[src/sv/crp_pkg.sv]
// ----------------------------------------------------------------------------
// crp_pkg
// Shared types and constants of the A1 cell/range reference parser.
// ----------------------------------------------------------------------------
package crp_pkg;

	// one request on the character channel
	typedef struct packed {
		logic [7:0] character;
		logic       start_req;
	} char_req_t;

	// one parsed reference on the result channel
	typedef struct packed {
		logic [4:0]  ref_code;
		logic [15:0] low_row;
		logic [15:0] high_row;
		logic [9:0]  low_col;
		logic [9:0]  high_col;
		logic [7:0]  length_used;
	} ref_result_t;

	typedef enum logic [2:0] {
		CLS_OTHER,
		CLS_DOLLAR,
		CLS_LETTER,
		CLS_DIGIT,
		CLS_SEP
	} char_class_t;

	// classified character as it travels from front to back
	typedef struct packed {
		logic        start;
		char_class_t cls;
		logic [4:0]  val;
	} char_tok_t;

	localparam int QUEUE_DEPTH = 4;
	localparam int QPTR_W      = $clog2(QUEUE_DEPTH);
	localparam int QCNT_W      = $clog2(QUEUE_DEPTH + 1);

	localparam logic [4:0] CODE_NONE  = 5'd0;
	localparam logic [4:0] CODE_CELL  = 5'd12;
	localparam logic [4:0] CODE_RANGE = 5'd16;

	localparam int         ALPHA_SIZE = 26;
	localparam int         RADIX      = 10;
	localparam logic [7:0] USED_MAX   = 8'd255;

endpackage

[src/sv/crp_chan_if.sv]
// ----------------------------------------------------------------------------
// crp_chan_if
// Valid/ready channel carrying one payload per request.
// ----------------------------------------------------------------------------
interface crp_chan_if #(
	parameter type payload_t = logic [7:0]
) ();
	logic     valid;
	logic     ready;
	payload_t payload;

	modport source (output valid, output payload, input ready);
	modport sink   (input valid, input payload, output ready);
endinterface

[src/sv/a1_cell_range_ref_parser.sv]
// ----------------------------------------------------------------------------
// a1_cell_range_ref_parser
// A1-style cell and range reference recogniser, one character per request.
//
// Characters enter on the chars channel; a request with start_req set begins
// a candidate reference such as $A$1 or B5:C10. The first character that does
// not fit ends the candidate and one result leaves on the refs channel. A
// classifier takes one character per cycle into a four-entry token queue, and
// the grammar state machine retires one token per cycle, so the sustained
// rate is one character per cycle; the result of the ending character passes
// through the token queue and the result register before it is valid on refs.
// The parser stalls only when a result is pending and the refs side is not
// ready; the chars side then stalls once the queue is full.
// ----------------------------------------------------------------------------
module a1_cell_range_ref_parser #(
	parameter int MAX_COLUMN  = 702,
	parameter int MAX_ROW_NUM = 65535,
	parameter int MIN_COLUMN  = 1,
	parameter int MIN_ROW_NUM = 1
) (
	input  logic       clk,
	input  logic       arst_n,
	crp_chan_if.sink   chars,
	crp_chan_if.source refs
);
	import crp_pkg::*;

	logic      push;
	logic      full;
	logic      pop;
	logic      not_empty;
	char_tok_t push_tok;
	char_tok_t pop_tok;

	crp_front u_front (
		.chars (chars),
		.full  (full),
		.push  (push),
		.tok   (push_tok)
	);

	crp_queue u_queue (
		.clk       (clk),
		.arst_n    (arst_n),
		.push      (push),
		.push_tok  (push_tok),
		.full      (full),
		.pop       (pop),
		.not_empty (not_empty),
		.pop_tok   (pop_tok)
	);

	crp_back #(
		.MAX_COLUMN  (MAX_COLUMN),
		.MAX_ROW_NUM (MAX_ROW_NUM),
		.MIN_COLUMN  (MIN_COLUMN),
		.MIN_ROW_NUM (MIN_ROW_NUM)
	) u_back (
		.clk       (clk),
		.arst_n    (arst_n),
		.tok_valid (not_empty),
		.tok       (pop_tok),
		.pop       (pop),
		.refs      (refs)
	);
endmodule

[src/sv/crp_front.sv]
// ----------------------------------------------------------------------------
// crp_front
// Accepts characters and classifies them into tokens for the queue.
// ----------------------------------------------------------------------------
module crp_front (
	crp_chan_if.sink          chars,
	input  logic              full,
	output logic              push,
	output crp_pkg::char_tok_t tok
);
	import crp_pkg::*;

	localparam logic [7:0] CH_DOLLAR = 8'h24;
	localparam logic [7:0] CH_DOT    = 8'h2E;
	localparam logic [7:0] CH_COLON  = 8'h3A;
	localparam logic [7:0] CH_0      = 8'h30;
	localparam logic [7:0] CH_9      = 8'h39;
	localparam logic [7:0] CH_UP_A   = 8'h41;
	localparam logic [7:0] CH_UP_Z   = 8'h5A;
	localparam logic [7:0] CH_LO_A   = 8'h61;
	localparam logic [7:0] CH_LO_Z   = 8'h7A;

	logic [7:0] ch;
	logic [7:0] diff_up;
	logic [7:0] diff_lo;
	logic [7:0] diff_dig;

	assign ch       = chars.payload.character;
	assign diff_up  = ch - CH_UP_A;
	assign diff_lo  = ch - CH_LO_A;
	assign diff_dig = ch - CH_0;

	assign chars.ready = !full;
	assign push        = chars.valid && !full;

	always_comb begin
		tok.start = chars.payload.start_req;
		tok.cls   = CLS_OTHER;
		tok.val   = '0;
		if (ch == CH_DOLLAR) begin
			tok.cls = CLS_DOLLAR;
		end else if (ch >= CH_UP_A && ch <= CH_UP_Z) begin
			tok.cls = CLS_LETTER;
			tok.val = diff_up[4:0];
		end else if (ch >= CH_LO_A && ch <= CH_LO_Z) begin
			tok.cls = CLS_LETTER;
			tok.val = diff_lo[4:0];
		end else if (ch >= CH_0 && ch <= CH_9) begin
			tok.cls = CLS_DIGIT;
			tok.val = diff_dig[4:0];
		end else if (ch == CH_COLON || ch == CH_DOT) begin
			tok.cls = CLS_SEP;
		end
	end
endmodule

[src/sv/crp_queue.sv]
// ----------------------------------------------------------------------------
// crp_queue
// Short token queue between the classifier and the parser.
// ----------------------------------------------------------------------------
module crp_queue (
	input  logic               clk,
	input  logic               arst_n,
	input  logic               push,
	input  crp_pkg::char_tok_t push_tok,
	output logic               full,
	input  logic               pop,
	output logic               not_empty,
	output crp_pkg::char_tok_t pop_tok
);
	import crp_pkg::*;

	char_tok_t         mem_q [QUEUE_DEPTH];
	logic [QPTR_W-1:0] wr_ptr_q;
	logic [QPTR_W-1:0] rd_ptr_q;
	logic [QCNT_W-1:0] count_q;
	logic              do_pop;

	assign full      = count_q == QCNT_W'(QUEUE_DEPTH);
	assign not_empty = count_q != '0;
	assign pop_tok   = mem_q[rd_ptr_q];
	assign do_pop    = pop && not_empty;

	always_ff @(posedge clk) begin
		if (push) begin
			mem_q[wr_ptr_q] <= push_tok;
		end
	end

	always_ff @(posedge clk or negedge arst_n) begin
		if (!arst_n) begin
			wr_ptr_q <= '0;
			rd_ptr_q <= '0;
			count_q  <= '0;
		end else begin
			if (push) begin
				wr_ptr_q <= (wr_ptr_q == QPTR_W'(QUEUE_DEPTH - 1)) ? '0 : wr_ptr_q + 1'b1;
			end
			if (do_pop) begin
				rd_ptr_q <= (rd_ptr_q == QPTR_W'(QUEUE_DEPTH - 1)) ? '0 : rd_ptr_q + 1'b1;
			end
			if (push && !do_pop) begin
				count_q <= count_q + 1'b1;
			end else if (do_pop && !push) begin
				count_q <= count_q - 1'b1;
			end
		end
	end
endmodule

[src/sv/crp_back.sv]
// ----------------------------------------------------------------------------
// crp_back
// Reference grammar state machine with a registered result stage.
// ----------------------------------------------------------------------------
module crp_back #(
	parameter int MAX_COLUMN  = 702,
	parameter int MAX_ROW_NUM = 65535,
	parameter int MIN_COLUMN  = 1,
	parameter int MIN_ROW_NUM = 1
) (
	input  logic               clk,
	input  logic               arst_n,
	input  logic               tok_valid,
	input  crp_pkg::char_tok_t tok,
	output logic               pop,
	crp_chan_if.source         refs
);
	import crp_pkg::*;

	typedef enum logic [2:0] {
		P_IDLE,
		P_START,
		P_LETTER,
		P_COL,
		P_NEEDDIG,
		P_ROW
	} phase_t;

	localparam logic [9:0]  MIN_C   = 10'(MIN_COLUMN);
	localparam logic [9:0]  MAX_C   = 10'(MAX_COLUMN);
	localparam logic [16:0] MIN_R   = 17'(MIN_ROW_NUM);
	localparam logic [16:0] MAX_R   = 17'(MAX_ROW_NUM);
	localparam logic [16:0] ROW_CAP = 17'(MAX_ROW_NUM + 1);

	phase_t      phase_q;
	logic        cell2_q;
	logic [9:0]  col_q;
	logic [1:0]  letters_q;
	logic [16:0] row_q;
	logic [9:0]  fcol_q;
	logic [15:0] frow_q;
	logic [3:0]  rel_q;
	logic [7:0]  used_q;
	logic        out_valid_q;
	ref_result_t out_res_q;

	phase_t      c_phase, n_phase;
	logic        c_cell2, n_cell2;
	logic [9:0]  c_col, n_col;
	logic [1:0]  c_letters, n_letters;
	logic [16:0] c_row, n_row;
	logic [9:0]  c_fcol, n_fcol;
	logic [15:0] c_frow, n_frow;
	logic [3:0]  c_rel, n_rel;
	logic [7:0]  c_used, n_used;

	logic [3:0]  colbit, rowbit;
	logic [15:0] col_mac;
	logic [9:0]  added_col;
	logic [20:0] row_mac;
	logic [16:0] row_next;
	logic [7:0]  used_inc;
	logic        col_ok, row_ok;
	logic        is_letter, is_digit;
	logic        emit;
	logic        slot_free;
	ref_result_t res;

	assign slot_free = !out_valid_q || refs.ready;
	assign pop       = tok_valid && (slot_free || !emit);

	assign refs.valid   = out_valid_q;
	assign refs.payload = out_res_q;

	always_comb begin
		// a start request restarts the candidate at this character
		if (tok.start) begin
			c_phase   = P_START;
			c_cell2   = 1'b0;
			c_col     = '0;
			c_letters = '0;
			c_row     = '0;
			c_fcol    = '0;
			c_frow    = '0;
			c_rel     = 4'd3;
			c_used    = '0;
		end else begin
			c_phase   = phase_q;
			c_cell2   = cell2_q;
			c_col     = col_q;
			c_letters = letters_q;
			c_row     = row_q;
			c_fcol    = fcol_q;
			c_frow    = frow_q;
			c_rel     = rel_q;
			c_used    = used_q;
		end

		is_letter = tok.cls == CLS_LETTER;
		is_digit  = tok.cls == CLS_DIGIT;
		colbit    = c_cell2 ? 4'd8 : 4'd2;
		rowbit    = c_cell2 ? 4'd2 : 4'd1;

		col_mac = 16'(c_col - MIN_C) * 16'(ALPHA_SIZE) + 16'(MIN_C)
			+ 16'(ALPHA_SIZE) + 16'(tok.val);
		added_col = (c_letters == 2'd0) ? MIN_C + 10'(tok.val) : col_mac[9:0];

		row_mac  = 21'(c_row) * 21'(RADIX) + 21'(tok.val);
		row_next = (row_mac > 21'(ROW_CAP)) ? ROW_CAP : row_mac[16:0];
		used_inc = (c_used == USED_MAX) ? c_used : c_used + 1'b1;

		col_ok = c_col >= MIN_C && c_col <= MAX_C;
		row_ok = c_row >= MIN_R && c_row <= MAX_R;

		n_phase   = c_phase;
		n_cell2   = c_cell2;
		n_col     = c_col;
		n_letters = c_letters;
		n_row     = c_row;
		n_fcol    = c_fcol;
		n_frow    = c_frow;
		n_rel     = c_rel;
		n_used    = c_used;
		emit      = 1'b0;
		res       = '0;

		case (c_phase)
			P_START, P_LETTER: begin
				if (c_phase == P_START && tok.cls == CLS_DOLLAR) begin
					n_rel   = c_rel & ~colbit;
					n_phase = P_LETTER;
					n_used  = used_inc;
				end else if (!is_letter) begin
					n_phase = P_IDLE;
					emit    = 1'b1;
				end else begin
					n_col     = added_col;
					n_letters = c_letters + 1'b1;
					n_used    = used_inc;
					n_phase   = P_COL;
				end
			end
			P_COL: begin
				if (is_letter) begin
					if (c_letters >= 2'd2) begin
						n_phase = P_IDLE;
						emit    = 1'b1;
					end else begin
						n_col     = added_col;
						n_letters = c_letters + 1'b1;
						n_used    = used_inc;
					end
				end else if (!col_ok) begin
					n_phase = P_IDLE;
					emit    = 1'b1;
				end else if (tok.cls == CLS_DOLLAR) begin
					n_rel   = c_rel & ~rowbit;
					n_phase = P_NEEDDIG;
					n_used  = used_inc;
				end else if (!is_digit) begin
					n_phase = P_IDLE;
					emit    = 1'b1;
				end else begin
					n_row   = 17'(tok.val);
					n_phase = P_ROW;
					n_used  = used_inc;
				end
			end
			P_NEEDDIG: begin
				if (!is_digit) begin
					n_phase = P_IDLE;
					emit    = 1'b1;
				end else begin
					n_row   = 17'(tok.val);
					n_phase = P_ROW;
					n_used  = used_inc;
				end
			end
			P_ROW: begin
				if (is_digit) begin
					n_row  = row_next;
					n_used = used_inc;
				end else if (!row_ok) begin
					n_phase = P_IDLE;
					emit    = 1'b1;
				end else if (!c_cell2 && tok.cls == CLS_SEP) begin
					// hand the first cell over and remap its relative bits
					n_frow    = c_row[15:0];
					n_fcol    = c_col;
					n_rel     = {1'b1, c_rel[1], 1'b1, c_rel[0]};
					n_col     = '0;
					n_letters = '0;
					n_row     = '0;
					n_cell2   = 1'b1;
					n_phase   = P_START;
					n_used    = used_inc;
				end else if (!c_cell2) begin
					n_phase         = P_IDLE;
					emit            = 1'b1;
					res.ref_code    = CODE_CELL + {3'b000, c_rel[1:0]};
					res.low_row     = c_row[15:0];
					res.high_row    = c_row[15:0];
					res.low_col     = c_col;
					res.high_col    = c_col;
					res.length_used = c_used;
				end else begin
					n_phase         = P_IDLE;
					emit            = 1'b1;
					res.ref_code    = CODE_RANGE + {1'b0, c_rel};
					res.low_row     = (c_frow < c_row[15:0]) ? c_frow : c_row[15:0];
					res.high_row    = (c_frow < c_row[15:0]) ? c_row[15:0] : c_frow;
					res.low_col     = (c_fcol < c_col) ? c_fcol : c_col;
					res.high_col    = (c_fcol < c_col) ? c_col : c_fcol;
					res.length_used = c_used;
				end
			end
			default: begin
				// idle: drop the character
			end
		endcase
	end

	always_ff @(posedge clk or negedge arst_n) begin
		if (!arst_n) begin
			phase_q     <= P_IDLE;
			cell2_q     <= 1'b0;
			col_q       <= '0;
			letters_q   <= '0;
			row_q       <= '0;
			fcol_q      <= '0;
			frow_q      <= '0;
			rel_q       <= '0;
			used_q      <= '0;
			out_valid_q <= 1'b0;
		end else begin
			if (pop) begin
				phase_q   <= n_phase;
				cell2_q   <= n_cell2;
				col_q     <= n_col;
				letters_q <= n_letters;
				row_q     <= n_row;
				fcol_q    <= n_fcol;
				frow_q    <= n_frow;
				rel_q     <= n_rel;
				used_q    <= n_used;
			end
			if (pop && emit) begin
				out_valid_q <= 1'b1;
				out_res_q   <= res;
			end else if (refs.ready) begin
				out_valid_q <= 1'b0;
			end
		end
	end

`ifndef SYNTHESIS
	a_fail_zero: assert property (@(posedge clk) disable iff (!arst_n)
		refs.valid && refs.payload.ref_code == CODE_NONE |->
		refs.payload.low_row == '0 && refs.payload.high_row == '0 &&
		refs.payload.low_col == '0 && refs.payload.high_col == '0 &&
		refs.payload.length_used == '0)
		else $error("failed reference carries non-zero fields");

	a_sorted: assert property (@(posedge clk) disable iff (!arst_n)
		refs.valid && refs.payload.ref_code != CODE_NONE |->
		refs.payload.low_row <= refs.payload.high_row &&
		refs.payload.low_col <= refs.payload.high_col)
		else $error("reference bounds not sorted");

	a_cell_equal: assert property (@(posedge clk) disable iff (!arst_n)
		refs.valid && refs.payload.ref_code >= CODE_CELL &&
		refs.payload.ref_code < CODE_RANGE |->
		refs.payload.low_row == refs.payload.high_row &&
		refs.payload.low_col == refs.payload.high_col)
		else $error("single cell with unequal bounds");

	a_emit_idle: assert property (@(posedge clk) disable iff (!arst_n)
		pop && emit |=> phase_q == P_IDLE && out_valid_q)
		else $error("result issued without returning to idle");
`endif
endmodule

[src/flat_wrapper.sv]
// flat-port wrapper written by rule: the top's interface ports become plain ports
module a1_cell_range_ref_parser_flat import crp_pkg::*;
#(
	parameter int MAX_COLUMN  = 702,
	parameter int MAX_ROW_NUM = 65535,
	parameter int MIN_COLUMN  = 1,
	parameter int MIN_ROW_NUM = 1
)
  (clk, arst_n, chars_valid, chars_payload, chars_ready, refs_valid, refs_payload, refs_ready);
  crp_chan_if #(.payload_t(char_req_t)) chars_i ();
  crp_chan_if #(.payload_t(ref_result_t)) refs_i ();
  input  logic clk;
  input  logic arst_n;
  input wire logic [$bits(chars_i.valid)-1:0] chars_valid;
  input wire logic [$bits(chars_i.payload)-1:0] chars_payload;
  output wire logic [$bits(chars_i.ready)-1:0] chars_ready;
  output wire logic [$bits(refs_i.valid)-1:0] refs_valid;
  output wire logic [$bits(refs_i.payload)-1:0] refs_payload;
  input wire logic [$bits(refs_i.ready)-1:0] refs_ready;
  assign chars_i.valid = chars_valid;
  assign chars_i.payload = chars_payload;
  assign chars_ready = chars_i.ready;
  assign refs_valid = refs_i.valid;
  assign refs_payload = refs_i.payload;
  assign refs_i.ready = refs_ready;
  a1_cell_range_ref_parser #(.MAX_COLUMN(MAX_COLUMN), .MAX_ROW_NUM(MAX_ROW_NUM), .MIN_COLUMN(MIN_COLUMN), .MIN_ROW_NUM(MIN_ROW_NUM)) u_core (.clk(clk), .arst_n(arst_n), .chars(chars_i), .refs(refs_i));
endmodule
[config.mk]
export PLATFORM = sky130hd
export DESIGN_NAME = a1_cell_range_ref_parser_flat
export DESIGN_NICKNAME = d
export VERILOG_FILES = /design/src/sv/crp_pkg.sv /design/src/sv/crp_chan_if.sv /design/src/sv/a1_cell_range_ref_parser.sv /design/src/sv/crp_front.sv /design/src/sv/crp_queue.sv /design/src/sv/crp_back.sv /design/src/flat_wrapper.sv
export SDC_FILE = /design/constraint.sdc
export NUM_CORES = 1
export LEC_CHECK = 0
export BUFFER_PORTS_ARGS = -buffer_cell sky130_fd_sc_hd__buf_2
export CORE_MARGIN = 2
export CORE_UTILIZATION = 55
export DETAILED_ROUTE_END_ITERATION = 7
export GPL_TIMING_DRIVEN = 0
export PLACE_DENSITY = 0.75
export REMOVE_ABC_BUFFERS = 1
export SYNTH_ARGS = -nofsm -noshare
export SYNTH_HDL_FRONTEND = slang
export SYNTH_SLANG_ARGS = --single-unit
[constraint.sdc]
create_clock -name clk -period 5.8 [get_ports clk]
set_input_delay 0.58 -clock clk [delete_from_list [all_inputs] [get_ports clk]]
set_output_delay 0.58 -clock clk [all_outputs]
set_load 0.1 [all_outputs]
After elaboration in Yosys (flattened, before gate mapping)
Memory sizes are Yosys's and may differ from the RTL's.
Cells that the tools add are included.

storage, ports and cells
  RAM bits = 36
  memories kept = 1
  input bits = 13
  bits in registers = 144
  output and inout bits = 67
  logic and storage cells = 215

cells by class
  eq/ne operators = 16
  $lt $le $gt $ge = 14
  reduce and logical (&&, ||, !) cells = 29
  add/sub/neg operators = 17
  bitwise gates (word level) = 6
  multiply operators = 2
  multiplexer cells = 111

memory list
  name                  words  bits a word  read ports  clocked after memory_dff  wr ports  RTL line         text
  u_core.u_queue.mem_q  4      9            1           0                         1         crp_queue.sv:17  char_tok_t mem_q [QUEUE_DEPTH];

operators by type and width
  cell                                                               number
  2-to-1 mux 10 bit                                                  16
  2-to-1 mux 17 bit                                                  9
  2-to-1 mux 16 bit                                                  7
  2-to-1 mux 8 bit                                                   14
  2-to-1 mux 65 bit                                                  1
  one-hot mux 17 bit (3 select lines)                                1
  2-to-1 mux 3 bit                                                   12
  2-to-1 mux 4 bit                                                   9
  one-hot mux 8 bit (4 select lines)                                 1
  one-hot mux 10 bit (3 select lines)                                1
  2-to-1 mux 2 bit                                                   13
  == test 8 x 6 -> 1 bit (second input constant)                     3
  adder 21 x 5 -> 21 bit                                             1
  > comparator 21 x 17 -> 1 bit (second input constant)              1
  2-to-1 mux 1 bit                                                   21
  multiplier 17 x 3 -> 20 bit (second input constant)                1
  >= comparator 17 x 1 -> 1 bit (second input constant)              1
  less-or-equal comparator 17 x 16 -> 1 bit (second input constant)  1
  >= comparator 8 x 7 -> 1 bit (second input constant)               2
  less-or-equal comparator 8 x 7 -> 1 bit (second input constant)    2
  less-than comparator 16 bit                                        1
  multiplier 16 x 4 -> 9 bit (second input constant)                 1
  logical AND 1 bit                                                  13
  == test 3 x 2 -> 1 bit (second input constant)                     4
  other kinds (40)                                                   59

Longest topological paths before layout
An unclocked memory read counts as a cell.

  word-level depth = 15
  depth in mapped cells = 26
  mapped depth without buffers = 20

Modules after synthesis
From an unflattened synthesis, not the netlist that was laid out.

unflattened totals
  cell total of the unflattened synthesis = 1455
  area total of the unflattened synthesis = 13145.1 um^2

by module, submodules not included
  module     cells an instance  area each (um^2)  seq. area each (um^2)  instances
  crp_back   1320               11061.9           3753.6                 1
  crp_queue  84                 1729.2            1256.2                 1
  crp_front  51                 354.1             0.0                    1

Worst setup path before layout
OpenSTA, ideal clock, no wires.

  kind = register -> register
  start point = reg u_core.u_queue.rd_ptr_q[1]
  end point = reg u_core.u_back.out_res_q (netlist bit u_core.u_back.refs.payload[0]) (enable)
  path slack = -0.112 ns
  library setup time = 0.430 ns
  stages on the path, launching flop included = 21
  data arrival time = 5.482 ns
  clock period less this slack = 5.912 ns
  required time = 5.370 ns
  path buffers = 6
  cell sequence = dfrtp_1 > buf_2 > mux2i_1 > mux2_2 > clkbuf_1 > clkbuf_1 > buf_1 > clkbuf_1 > nand2_1 > inv_1 > ha_1 > o21ai_0 > a32o_1 > or2_0 > buf_2 > nand2_1 > nand3_2 > a21oi_4 > inv_2 > nor2_2 > and3_1

between the ends
  longest elaborated chain between the ends = 13
  elaborated cells between the ends (all ways) = 42
  those cells by class = order compare: 5; eq/ne: 9; mux: 16; reduce/logical: 11; memory: 1

RTL lines
  element                                                                                RTL line         text
  start: declaration                                                                     crp_queue.sv:19  logic [QPTR_W-1:0] rd_ptr_q;
  start signal: assignment                                                               crp_queue.sv:44  rd_ptr_q <= (rd_ptr_q == QPTR_W'(QUEUE_DEPTH - 1)) ? '0 : rd_ptr_q + 1'b1;
  memory read (4 x 9 bit) (*)                                                            -
  parallel branches: the longest is 6 deep, another holds >= comparator 17 x 1 -> 1 bit  -
  one-hot mux 1 bit (4 select lines) (*)                                                 crp_back.sv:127  case (c_phase)
  logical NOT 1 bit                                                                      crp_back.sv:70   assign pop = tok_valid && (slot_free || !emit);
  logical OR 1 bit                                                                       crp_back.sv:70
  logical AND 1 bit                                                                      crp_back.sv:70
  logical AND 1 bit (*)                                                                  crp_back.sv:247  if (pop && emit) begin
  AND reduction 2 bit (no line) (*)                                                      -
  end signal: assignment                                                                 crp_back.sv:249  out_res_q <= res;
  end: declaration                                                                       crp_back.sv:45   ref_result_t out_res_q;

Every way passes the cells marked *.
A chain may end at the register's enable or synchronous reset.

Final worst setup path
  start point = reg u_core.u_queue.rd_ptr_q[1]
  end point = reg u_core.u_back.frow_q[10]

between the ends
  longest elaborated chain between the ends = 11
  elaborated cells between the ends (all ways) = 45
  those cells by class = order compare: 5; eq/ne: 9; mux: 21; reduce/logical: 9; memory: 1

RTL lines
  element                                                                                 RTL line         text
  memory read (4 x 9 bit) (*)                                                             -
  parallel branches: the longest is 10 deep, another holds >= comparator 17 x 1 -> 1 bit  -
  end signal: assignment                                                                  crp_back.sv:243  frow_q <= n_frow;
  end: declaration                                                                        crp_back.sv:41   logic [15:0] frow_q;

Marked as above.

==> results_dict.tcl <==
set metrics [dict create \
    cts_sinks 180 \
    gp_congestion 0.9381 \
    synth_compound_area_share_pct 18.71 \
    maxSlewViolCount 0 \
    synthAdderAreaFrac_pct 8.173 \
    grt_setup_unrepaired "false" \
    fin_crit_sh_pct 96.57 \
    drive_gt1_share_pct 12.33 \
    wl_um 34520 \
    synth_ff_type "edfxtp_1" \
    cts-root-buf "clkbuf_16" \
    cts_buffer_depth 2 \
    async_flop_share_pct 43.89 \
    crit_required_ns 6.18 \
    fin_crit_ns 5.601 \
    grt_overflow 0 \
    cts_max_level 4 \
    die-area_mm2 0.02485 \
    die_w_um 157.6 \
    rr_worst_depth 16 \
    area_growth_pct 9.937 \
    final-setup-viol-count 0 \
    status "finished clean" \
    maxCapViolCount 0 \
    setup_tns_ns 0 \
    synth_seq_cells 180 \
    drt_iter0_drc 1307 \
    synth-simple-area-share_pct 19.06 \
    hpwl_um 22050 \
    clk_pin_slew_ns 0.08 \
    n_antenna_cell 0 \
    ys_warn_count 0 \
    final_common_cell "nor2_1" \
    grt_pass1_vias 10539 \
    final_nets 1540 \
    drt-wirelength-per-cell_um 19.40 \
    layout_common_cells "nor2_1, nand2_1, o21ai_0, edfxtp_1, a21oi_1" \
    dr.pass1.iters 8 \
    synth_top_area_share_pct 23.36 \
    yosysTopAreaCell "edfxtp_1" \
    muxShareOfSynthArea_pct 5.773 \
    io_pins 80 \
    grt_max_degree 53 \
    final_antenna_net_count 0 \
    grtUsageTotal_pct 27.97 \
    critPathMaxFanout 35 \
    slew_headroom_pct 8.424 \
    critPathLaunchType "register" \
    dp_slack_ns -1.620 \
    core-area_mm2 0.02333 \
    syn-cell-area_mm2 0.01298 \
    num_rows 56 \
    synth_top_family_by_area "simple AND/OR/NAND/NOR gates" \
    fin_skew_ns 0.02389 \
    clk_latency_ns 0.46 \
    syn_inst 1421 \
    drt-vias-per-instance 6.292 \
    end_kind "register" \
    max_freq_ghz 0.1785 \
    antenna_found_initial 0 \
    synth_enable_flop_cells 101 \
    worstMarginPinSlew_ns 1.363 \
    numCtsBuffers 17 \
    hold_viol_final 0 \
    synth_seq_area_share_pct 38.59 \
    grt_pass1_wl_um 54860 \
    post-route-drc-count 0 \
    die_y_um 157.6 \
    layout_setup_ws_ns 0.1987 \
    hold_path_class "in -> async" \
    fin_util_pct 61.16 \
    synth.avg_cell_area_um2 9.135 \
    cts_tree "built" \
    placement.io_buffers 79 \
    ys_types 97 \
    initial_core_util_pct 55.64 \
    synth-xor-area-share_pct 4.655 \
    vias 11194 \
    synth_area_leaders "edfxtp_1, dfrtp_1, ha_1, nor2_1, o21ai_0" \
    cp.arrival_ns 5.98 \
    crit_type "reg -> reg" \
]
==> critical path, stage by stage, from the launching register on <==
cell	delay, ns
dfrtp_4	0.62
mux2i_4	0.41
mux2_8	0.37
nand2_1	0.24
inv_1	0.16
ha_1	0.15
nand4b_1	0.10
o21ai_0	0.10
a32o_1	0.36
or2_0	0.41
nand2_1	0.15
nand3_2	0.26
a21oi_4	0.53
inv_4	0.31
nor3_2	1.12
nor2_1	0.08
a21oi_1	0.15
==> cells by family after synthesis <==
family,Yosys count
adders and majority gates,80
DFF,180
AOI/OAI and AO/OA,376
buffers and inverters,155
muxes,64
xor gates and xnor gates,69
and+or+nand+nor,497
==> cell type report <==
type / instances / area, um2
multi-input combinational: 1093 / 7493
fill: 1952 / 9061
sequential: 180 / 5017
timing repair buffer: 83 / 480.5
inverter: 72 / 272.8
clock inverter: 15 / 182.7
tap: 319 / 399.1
clock buffer: 17 / 425.4
==> layer usage <==
| layer | track usage, % | share of wire [%] |
|---|---|---|
| met1 | 38.34 | 42 |
| met2 | 44.06 | 46 |
| met3 | 4.626 | 8.6 |
| met4 | 11.86 | 3.6 |
| met5 | 0 | 0 |
==> state kept, by name (all words and copies together), names as in the netlist <==
name / count
u_core.u_back.refs.payload: 65
u_core.u_queue.mem_q: 36
u_core.u_back.row_q: 17
u_core.u_back.frow_q: 16
u_core.u_back.col_q: 10
u_core.u_back.fcol_q: 10
u_core.u_back.used_q: 8
u_core.u_back.rel_q: 4
u_core.u_back.phase_q: 3
u_core.u_queue.count_q: 3
u_core.u_back.letters_q: 2
u_core.u_queue.rd_ptr_q: 2
u_core.u_queue.wr_ptr_q: 2
u_core.u_back.cell2_q: 1
u_core.u_back.refs.valid: 1
==> repair_timing <==
action                                  in CTS  in global routing
cloned                                       5                  2
setup buffers                                0                  0
pin swaps                                    2                  0
endpoints found under the setup margin     140                 92
resized for setup                            6                  8
hold buffers                                 0                  0
==> synth_stat cells, types with 14 or more instances <==
| library cell | number |
|---|---|
| a21o_1 | 17 |
| a21oi_1 | 98 |
| a31oi_1 | 14 |
| and3_1 | 28 |
| clkbuf_1 | 56 |
| dfrtp_1 | 79 |
| edfxtp_1 | 101 |
| ha_1 | 72 |
| inv_1 | 71 |
| mux2i_1 | 52 |
| nand2_1 | 116 |
| nand3_1 | 34 |
| nor2_1 | 176 |
| nor2b_1 | 29 |
| nor3_1 | 22 |
| o21ai_0 | 113 |
| xnor2_1 | 47 |
| xor2_1 | 22 |
==> per-stage QoR <==
step | hold slack (ns) | cell area (um2) | cells
2_1_floorplan | 0.2844 | 12600 | 1338
3_3_place_gp | 0.4544 | 13390 | 1736
3_5_place_dp | 0.4886 | 13490 | 1740
4_1_cts | 0.07310 | 14190 | 1777
5_1_grt | 0.08445 | 14270 | 1779
6_report | 0.05425 | 14270 | 1779
==> path summary, 6_finish.rpt <==
path | from | to | slack (ns)
max | u_core.u_queue.rd_ptr_q[1] | u_core.u_back.frow_q[10] | 0.20
min | arst_n | u_core.u_back.fcol_q[8] | 0.05
max reg2reg | u_core.u_queue.rd_ptr_q[1] | u_core.u_back.frow_q[10] | 0.20
min reg2reg | u_core.u_queue.count_q[2] | u_core.u_queue.count_q[2] | 0.50
max in group asynchronous | arst_n | u_core.u_queue.rd_ptr_q[1] | 5.08
min in group clk | chars_payload[0] | u_core.u_queue.mem_q[2][8] | 0.37
Power is not shown: default switching activity piles up to over one toggle a cycle in this logic, so the estimate is an artifact.
